==> src/rtl/keyed_record_table_defines.svh <==
// Assertion macros shared by the keyed record table RTL.
// Included by files that carry concurrent assertions; expects aclk and aresetn in scope.
`ifndef KEYED_RECORD_TABLE_DEFINES_SVH
`define KEYED_RECORD_TABLE_DEFINES_SVH

// Same-cycle implication, disabled while reset is held.
`define KRT_ASSERT_IMP(lbl, ante, cons, msg) \
    lbl: assert property (@(posedge aclk) disable iff (!aresetn) (ante) |-> (cons)) \
        else $error(msg);

// Next-cycle implication, disabled while reset is held.
`define KRT_ASSERT_NEXT(lbl, ante, cons, msg) \
    lbl: assert property (@(posedge aclk) disable iff (!aresetn) (ante) |=> (cons)) \
        else $error(msg);

`endif

==> src/rtl/krt_pkg.sv <==
// Package for the keyed record table: sizes, request and status codes,
// record and result types. No dependencies.
package krt_pkg;

    localparam int TABLE_DEPTH = 32;
    localparam int IDX_W       = $clog2(TABLE_DEPTH);
    localparam int CNT_W       = $clog2(TABLE_DEPTH + 1);
    localparam int OCC_W       = 6;
    localparam int KEY_W       = 32;
    localparam int LABEL_W     = 64;
    localparam int SCORE_W     = 10;
    localparam int S_DATA_W    = 112;
    localparam int M_DATA_W    = 112;

    typedef enum logic [1:0] {
        KIND_INSERT,
        KIND_LOOKUP,
        KIND_DELETE,
        KIND_DUMP
    } kind_t;

    typedef enum logic [1:0] {
        ST_OK,
        ST_FULL,
        ST_MISS,
        ST_EMPTY
    } status_t;

    typedef enum logic [2:0] {
        S_IDLE,
        S_SCAN,
        S_SHIFT,
        S_DUMP,
        S_RESP
    } state_t;

    typedef struct packed {
        logic [SCORE_W-1:0] score;
        logic [LABEL_W-1:0] label;
        logic [KEY_W-1:0]   key;
    } rec_t;

    localparam int REC_W = $bits(rec_t);

    typedef struct packed {
        status_t          status;
        rec_t             rec;
        logic             last;
        logic [OCC_W-1:0] occ;
    } res_t;

    typedef struct packed {
        logic             we;
        logic [IDX_W-1:0] waddr;
        rec_t             wdata;
        logic [IDX_W-1:0] raddr;
    } mem_req_t;

endpackage

==> src/rtl/krt_ram.sv <==
// Generic single-port-write, single-port-read RAM with registered read data.
// Self-contained; no package dependency.
module krt_ram #(
    parameter int WIDTH = 8,
    parameter int DEPTH = 32
) (
    input  logic                     aclk,
    input  logic                     we,
    input  logic [$clog2(DEPTH)-1:0] waddr,
    input  logic [WIDTH-1:0]         wdata,
    input  logic [$clog2(DEPTH)-1:0] raddr,
    output logic [WIDTH-1:0]         rdata
);

    logic [WIDTH-1:0] mem_reg [DEPTH];
    logic [WIDTH-1:0] rdata_reg;

    always_ff @(posedge aclk) begin
        if (we) begin
            mem_reg[waddr] <= wdata;
        end
        rdata_reg <= mem_reg[raddr];
    end

    assign rdata = rdata_reg;

endmodule

==> src/rtl/krt_seq.sv <==
// Request sequencer for the keyed record table: walks the record RAM one entry per cycle
// (a dump waits on out_free) with a single key comparator and pointer incrementer. Uses krt_pkg.
module krt_seq (
    input  logic                      aclk,
    input  logic                      aresetn,
    input  logic                      in_valid,
    output logic                      in_ready,
    input  krt_pkg::kind_t            in_kind,
    input  krt_pkg::rec_t             in_rec,
    input  logic                      out_free,
    output logic                      push,
    output krt_pkg::res_t             push_res,
    output krt_pkg::mem_req_t         mem_req,
    input  krt_pkg::rec_t             rd_rec,
    output logic [krt_pkg::CNT_W-1:0] count
);

    import krt_pkg::*;

    state_t             state_reg, state_next;
    kind_t              kind_reg, kind_next;
    logic [KEY_W-1:0]   key_reg, key_next;
    status_t            status_reg, status_next;
    rec_t               hold_reg, hold_next;
    logic [CNT_W-1:0]   count_reg, count_next;
    logic [CNT_W-1:0]   ptr_reg, ptr_next;
    logic [CNT_W-1:0]   ptr_inc;
    logic [CNT_W-1:0]   ptr_dec;
    logic               last_idx;
    logic               hit;
    logic               is_full;
    logic               is_empty;

    // The read address always follows the next pointer, so the registered read
    // data holds the entry at ptr_reg during every scan, shift or dump cycle.
    assign ptr_inc  = ptr_reg + 1'b1;
    assign ptr_dec  = ptr_reg - 1'b1;
    assign last_idx = (ptr_inc == count_reg);
    assign hit      = (rd_rec.key == key_reg);
    assign is_full  = (count_reg == CNT_W'(TABLE_DEPTH));
    assign is_empty = (count_reg == '0);

    always_ff @(posedge aclk) begin
        if (!aresetn) begin
            state_reg <= S_IDLE;
            count_reg <= '0;
            ptr_reg   <= '0;
        end else begin
            state_reg <= state_next;
            count_reg <= count_next;
            ptr_reg   <= ptr_next;
        end
    end

    always_ff @(posedge aclk) begin
        kind_reg   <= kind_next;
        key_reg    <= key_next;
        status_reg <= status_next;
        hold_reg   <= hold_next;
    end

    // Next state.
    always_comb begin
        state_next = state_reg;
        case (state_reg)
            S_IDLE: begin
                if (in_valid) begin
                    case (in_kind)
                        KIND_INSERT: state_next = S_RESP;
                        KIND_LOOKUP, KIND_DELETE: state_next = is_empty ? S_RESP : S_SCAN;
                        KIND_DUMP: state_next = is_empty ? S_RESP : S_DUMP;
                        default: state_next = S_IDLE;
                    endcase
                end
            end
            S_SCAN: begin
                if (hit) begin
                    state_next = (kind_reg == KIND_DELETE) ? S_SHIFT : S_RESP;
                end else if (last_idx) begin
                    state_next = S_RESP;
                end
            end
            S_SHIFT: begin
                if (ptr_reg == count_reg) begin
                    state_next = S_RESP;
                end
            end
            S_DUMP: begin
                if (out_free && last_idx) begin
                    state_next = S_IDLE;
                end
            end
            S_RESP: begin
                if (out_free) begin
                    state_next = S_IDLE;
                end
            end
            default: state_next = S_IDLE;
        endcase
    end

    // Datapath and outputs.
    always_comb begin
        in_ready      = 1'b0;
        kind_next     = kind_reg;
        key_next      = key_reg;
        status_next   = status_reg;
        hold_next     = hold_reg;
        count_next    = count_reg;
        ptr_next      = ptr_reg;
        mem_req.we    = 1'b0;
        mem_req.waddr = count_reg[IDX_W-1:0];
        mem_req.wdata = in_rec;
        push          = 1'b0;
        push_res.status = status_reg;
        push_res.rec    = hold_reg;
        push_res.last   = 1'b1;
        push_res.occ    = OCC_W'(count_reg);

        case (state_reg)
            S_IDLE: begin
                in_ready = 1'b1;
                ptr_next = '0;
                if (in_valid) begin
                    kind_next = in_kind;
                    key_next  = in_rec.key;
                    hold_next = '0;
                    case (in_kind)
                        KIND_INSERT: begin
                            if (is_full) begin
                                status_next = ST_FULL;
                            end else begin
                                status_next = ST_OK;
                                hold_next   = in_rec;
                                mem_req.we  = 1'b1;
                                count_next  = count_reg + 1'b1;
                            end
                        end
                        KIND_LOOKUP, KIND_DELETE: status_next = ST_MISS;
                        KIND_DUMP: status_next = ST_EMPTY;
                        default: status_next = ST_MISS;
                    endcase
                end
            end
            S_SCAN: begin
                ptr_next = ptr_inc;
                if (hit) begin
                    status_next = ST_OK;
                    hold_next   = rd_rec;
                end
            end
            S_SHIFT: begin
                if (ptr_reg == count_reg) begin
                    count_next = count_reg - 1'b1;
                end else begin
                    // Move the entry at ptr_reg down one place.
                    mem_req.we    = 1'b1;
                    mem_req.waddr = ptr_dec[IDX_W-1:0];
                    mem_req.wdata = rd_rec;
                    ptr_next      = ptr_inc;
                end
            end
            S_DUMP: begin
                push            = out_free;
                push_res.status = ST_OK;
                push_res.rec    = rd_rec;
                push_res.last   = last_idx;
                if (out_free) begin
                    ptr_next = ptr_inc;
                end
            end
            S_RESP: begin
                push = out_free;
            end
            default: begin
                ptr_next = '0;
            end
        endcase

        mem_req.raddr = ptr_next[IDX_W-1:0];
    end

    assign count = count_reg;

endmodule

==> src/rtl/krt_out.sv <==
// Result output register for the keyed record table: holds one result word
// and drives the master stream ports. Uses krt_pkg.
module krt_out (
    input  logic                         aclk,
    input  logic                         aresetn,
    input  logic                         push,
    input  krt_pkg::res_t                push_res,
    output logic                         out_free,
    output logic                         m_tvalid,
    input  logic                         m_tready,
    output logic [krt_pkg::M_DATA_W-1:0] m_tdata,
    output logic [1:0]                   m_tuser,
    output logic                         m_tlast
);

    import krt_pkg::*;

    logic valid_reg, valid_next;
    res_t res_reg, res_next;

    assign out_free = !valid_reg || m_tready;

    always_comb begin
        valid_next = valid_reg;
        res_next   = res_reg;
        if (push) begin
            valid_next = 1'b1;
            res_next   = push_res;
        end else if (m_tready) begin
            valid_next = 1'b0;
        end
    end

    always_ff @(posedge aclk) begin
        if (!aresetn) begin
            valid_reg <= 1'b0;
        end else begin
            valid_reg <= valid_next;
        end
    end

    always_ff @(posedge aclk) begin
        res_reg <= res_next;
    end

    assign m_tvalid = valid_reg;
    assign m_tdata  = M_DATA_W'({res_reg.occ, res_reg.rec});
    assign m_tuser  = res_reg.status;
    assign m_tlast  = res_reg.last;

endmodule

==> src/rtl/keyed_record_table.sv <==
// Keyed record table: an ordered table of up to 32 records (key, eight-byte
// label, score). Insert appends, lookup returns the first matching record,
// delete removes the first match and closes the gap, dump streams all records
// in order with tlast on the final word (one empty status word if none). One
// request is handled at a time; s_tready is high only while the sequencer is
// idle. The sequencer walks the single RAM read port one entry per cycle,
// waiting in a dump while the output is not free (delete reuses the port
// to move later records down). A result word may wait in the output
// register while the next request is taken. Depends on krt_pkg, krt_ram,
// krt_seq, krt_out and keyed_record_table_defines.svh.
`include "keyed_record_table_defines.svh"

module keyed_record_table (
    input  logic                         aclk,
    input  logic                         aresetn,
    input  logic                         s_tvalid,
    output logic                         s_tready,
    input  logic [krt_pkg::S_DATA_W-1:0] s_tdata,  // key[31:0], label[95:32], score[105:96]
    input  logic [1:0]                   s_tuser,  // kind[1:0]
    output logic                         m_tvalid,
    input  logic                         m_tready,
    output logic [krt_pkg::M_DATA_W-1:0] m_tdata,  // found_key[31:0], found_label[95:32],
                                                   // found_score[105:96], occupancy[111:106]
    output logic [1:0]                   m_tuser,  // status[1:0]
    output logic                         m_tlast
);

    import krt_pkg::*;

    kind_t            s_kind;
    rec_t             s_rec;
    logic             out_free;
    logic             push;
    res_t             push_res;
    mem_req_t         mem_req;
    rec_t             rd_rec;
    logic [CNT_W-1:0] count;

    assign s_kind = kind_t'(s_tuser);
    assign s_rec  = rec_t'(s_tdata[REC_W-1:0]);

    krt_seq u_seq (
        .aclk     (aclk),
        .aresetn  (aresetn),
        .in_valid (s_tvalid),
        .in_ready (s_tready),
        .in_kind  (s_kind),
        .in_rec   (s_rec),
        .out_free (out_free),
        .push     (push),
        .push_res (push_res),
        .mem_req  (mem_req),
        .rd_rec   (rd_rec),
        .count    (count)
    );

    krt_ram #(
        .WIDTH (REC_W),
        .DEPTH (TABLE_DEPTH)
    ) u_ram (
        .aclk  (aclk),
        .we    (mem_req.we),
        .waddr (mem_req.waddr),
        .wdata (mem_req.wdata),
        .raddr (mem_req.raddr),
        .rdata (rd_rec)
    );

    krt_out u_out (
        .aclk     (aclk),
        .aresetn  (aresetn),
        .push     (push),
        .push_res (push_res),
        .out_free (out_free),
        .m_tvalid (m_tvalid),
        .m_tready (m_tready),
        .m_tdata  (m_tdata),
        .m_tuser  (m_tuser),
        .m_tlast  (m_tlast)
    );

    // An accepted insert into a table with room grows the count by one.
    `KRT_ASSERT_NEXT(a_insert_grows, s_tvalid && s_tready && s_kind == KIND_INSERT && count != CNT_W'(TABLE_DEPTH), count == $past(count) + 1'b1, "insert did not grow the table")

    // A full status is only reported with the table at capacity.
    `KRT_ASSERT_IMP(a_full_at_cap, m_tvalid && m_tuser == ST_FULL, m_tdata[111:106] == OCC_W'(TABLE_DEPTH) && m_tlast, "full status with room left")

    // An empty status is a single word and reports no records held.
    `KRT_ASSERT_IMP(a_empty_word, m_tvalid && m_tuser == ST_EMPTY, m_tdata[111:106] == '0 && m_tlast, "empty status with records held")

endmodule

==> config.mk <==
export PLATFORM = sky130hd
export DESIGN_NAME = keyed_record_table
export DESIGN_NICKNAME = d
export VERILOG_FILES = /design/src/rtl/krt_pkg.sv /design/src/rtl/krt_ram.sv /design/src/rtl/krt_seq.sv /design/src/rtl/krt_out.sv /design/src/rtl/keyed_record_table.sv
export VERILOG_INCLUDE_DIRS = /design/src /design/src/rtl
export SDC_FILE = /design/constraint.sdc
export NUM_CORES = 2
export LEC_CHECK = 0
export BUFFER_PORTS_ARGS = -buffer_cell sky130_fd_sc_hd__buf_2
export CAP_MARGIN = 20
export CORE_AREA = 10 10 585 587
export DETAILED_ROUTE_END_ITERATION = 8
export DIE_AREA = 0 0 595 597
export GPL_TIMING_DRIVEN = 1
export PLACE_DENSITY = 0.7
export SYNTH_ARGS = -nofsm -noshare
export SYNTH_HDL_FRONTEND = slang
export SYNTH_HIERARCHICAL = 1
export SYNTH_SLANG_ARGS = --single-unit
==> constraint.sdc <==
create_clock -name aclk -period 9.82 [get_ports aclk]
set_input_delay 1.473 -clock aclk [delete_from_list [all_inputs] [get_ports aclk]]
set_output_delay 1.473 -clock aclk [all_outputs]
set_load 0.05 [all_outputs]
==> impl_metrics.py <==
metrics = {
    "status": {
        "status": "complete, no violations",
    },
    "worst_setup_path": {
        "critPathMaxFanout": 92,
        "regToRegSetupSlack_ns": 4.13,
        "crit_start": "u_seq/state_reg[1]",
        "path_class": "flip-flop to flip-flop",
        "cp-start-kind": "flip-flop",
        "r2r-start": "u_seq/state_reg[1]",
        "end_kind": "flip-flop",
        "crit_required_ns": 10.36,
        "worst_ep_arrival_time_ns": 6.24,
    },
    "clock_tree": {
        "cts_hold_buf": 0,
        "cts_root_buf": "clkbuf_16",
        "clock_path_buffers": 4,
        "cts_buffers": 369,
        "cts_resized": 0,
        "clkLatencyLatePin_ns": 0.97,
        "clk_pin_slew_ns": 0.06,
        "cts_tree": "done",
        "clock-sinks": 3771,
        "htreeDepth": 5,
        "postCtsSetupBuffers": 0,
    },
    "timing": {
        "rsz0062_at_grt": "no",
        "min_period_over_period_pct": 57.97,
        "setup_violations": 0,
        "drv_slew": 0,
        "fmax_mhz": 175.7,
        "finalWorstSetupSlack_ns": 4.127,
        "period_needed_ns": 5.693,
        "relSlewSlack_pct": 16.70,
        "finalHoldViolCount": 0,
        "worst_hold_slack_ns": 0.4806,
        "tns_ns": 0,
        "skew_ns": 0.08111,
        "worst_pin_slew_ns": 1.250,
    },
    "placed_design": {
        "dp_slack_ns": 3.904,
        "post-place-cells": 11814,
        "dp_hpwl_um": 194900,
        "gp_congestion": 0.7683,
        "port_buffers": 228,
    },
    "cells_and_area": {
        "area_growth_pct": 12.86,
        "multi_input_area_sq_um": 30700,
        "drive_above_1_share_pct": 19.12,
        "fin_cells": 12507,
        "fillers": 25895,
        "largest_reg_flops": 3392,
        "final_common_cell": "edfxtp_1",
        "regArea_sq_um": 112000,
        "fin_nets": 7947,
        "layout_common_cells": "edfxtp_1, mux2i_1, a22oi_1, nand2_1, mux4_2",
    },
    "power_and_ir_drop": {
        "p_sw_share_pct": 20.83,
        "clockPowerShare_pct": 42.5,
        "seqPwrFrac_pct": 54.5,
        "pwr_density_cell_nw_per_um2": 201.7,
        "finalPower_w": 0.03289,
        "ir_worst_vdd_v": 0.0001455,
        "p_leak_nw": 49.95,
        "p_comb_share_pct": 3.0,
        "internal_power_w": 0.02604,
        "p_sw_w": 0.006850,
    },
    "yosys": {
        "syn-num-nets": 7621,
        "yosysSeqAreaShare_pct": 77.54,
        "synth_top_area_share_pct": 75.85,
        "synth_cell_types": 61,
        "ys_warn_count": 6,
        "synth_xor_area_share_pct": 0.3075,
        "synthArstFlopShare_pct": 0,
        "ys_ff_latch": 3771,
        "synth_compound_area_share_pct": 4.187,
        "synth_mux_area_share_pct": 13.38,
        "synth_edf_count": 3649,
        "post_synth.cell_area_avg_sq_um": 19.28,
        "synth_area_leaders": "edfxtp_1, mux4_2, mux2i_1",
        "synth_top_area_cell": "edfxtp_1",
        "synth_top_family_by_area": "multiplexers",
        "syn_area_sq_um": 144500,
        "yosys.area_share.simple_pct": 2.972,
        "synthAdderAreaFrac_pct": 0.08314,
        "synthCells": 7494,
        "synth-main-ff-cell": "edfxtp_1",
    },
    "global_routing": {
        "grt_pass1_vias": 75939,
        "antenna_found_initial": 25,
        "grt_pass1_wl_um": 554000,
        "overflow": 0,
        "groute.usage.overall_pct": 21.29,
        "grt_max_degree": 126,
    },
    "floorplan": {
        "die_area_sq_um": 355200,
        "core_region_area_sq_um": 329700,
        "die_h_um": 597,
        "rows": 211,
        "start_util_pct": 43.81,
        "io_pins": 235,
        "die_w_um": 595,
    },
    "routing": {
        "wl_per_cell_um": 31.31,
        "drtPass1Iterations": 6,
        "drt_iter0_markers": 10217,
        "antenna_left": 0,
        "wl_um": 391600,
        "drc": 0,
        "vias": 76660,
        "via_per_inst": 6.129,
    },
    "run": {
        "maxCapViolCount": 0,
    },
    "min_path": {
        "hold_path_startpoint": "u_seq/hold_reg[104]",
        "hold_class": "flip-flop to flip-flop",
    },
}
-- layout make-up --
cell class / count / share of cell area [%]
Sequential cell: 3771 / 68.70
Multi-Input combinational cell: 3266 / 18.83
Clock buffer: 503 / 6.282
Tap cell: 4366 / 3.350
Timing Repair Buffer: 395 / 1.688
Clock inverter: 176 / 1.091
Inverter: 17 / 0.03914
Antenna cell: 13 / 0.01995
-- per-layer routing --
layer	routed length [um]	GRT usage, %	vias up
met3	40450	3.631	821
li1	-	-	31089
met4	16340	8.115	2
met5	9	0	-
met2	188900	35.34	4750
met1	145900	28.27	39998
-- critical path: stages (launching register included) --
cell	delay, ns
dfxtp_1	0.54
nor2b_4	0.28
nand2_1	0.12
inv_1	0.26
o31ai_4	0.14
buf_12	0.32
o21ai_0	0.78
nand3_1	0.51
nor2_4	0.81
buf_4	0.88
buf_4	0.57
-- worst paths after layout --
path	endpoint	depth (start not counted)
min reg2reg	u_out/m_tdata[104]	2
max	u_ram/mem_reg[28][104]	10
max reg2reg	u_ram/mem_reg[28][104]	10
min	u_out/m_tdata[104]	2
-- cells in the mapped netlist (all sizes together), types with 2 or more instances --
library cell and count:
mux4 424, nor2b 20, o21ai 120, and2 17, dfxtp 122, mux2 107
nand4 51, a22o 58, inv 17, ha 8, a32oi 4, a21boi 4
o2111ai 2, xnor2 14, nor4 9, xor2 35, nor2 55, or3b 2
and3 3, nand3 216, a31oi 57, o31ai 2, a22oi 566, clkbuf 187
nand2 570, or3 2, nand3b 7, o221ai 2, edfxtp 3649, a21o 3
mux2i 856, nand2b 4, nor3 14, a21oi 22, buf 253
-- cells by family after synthesis --
| family | count (synthesis) |
|---|---|
| buffers and inverters | 457 |
| flip-flops | 3771 |
| AO/OA/AOI/OAI | 847 |
| XOR/XNOR | 49 |
| adder cells (fa/ha/maj) | 9 |
| multiplexers | 1387 |
| AND/OR/NAND/NOR | 974 |
-- stage by stage --
step	area (sq um)	utilization [%]
3_5_place_dp	151000	45.79
2_1_floorplan	144500	-
5_1_grt	163000	49.44
3_3_place_gp	151000	45.78
4_1_cts	163000	49.44
6_report	163000	49.45
-- power groups by stage --
stage / registers (W) / clock network [W] / logic (W)
detailed placement: 0.0183 / 0 / 0.000994
CTS: 0.0179 / 0.0141 / 0.000998
finish: 0.0179 / 0.0140 / 0.000994
global placement: 0.0183 / 0 / 0.000962
global route: 0.0179 / 0.0148 / 0.00106
floorplan: 0.0184 / 0 / 0.000493
Note: power is estimated with default switching activity, not from simulation.
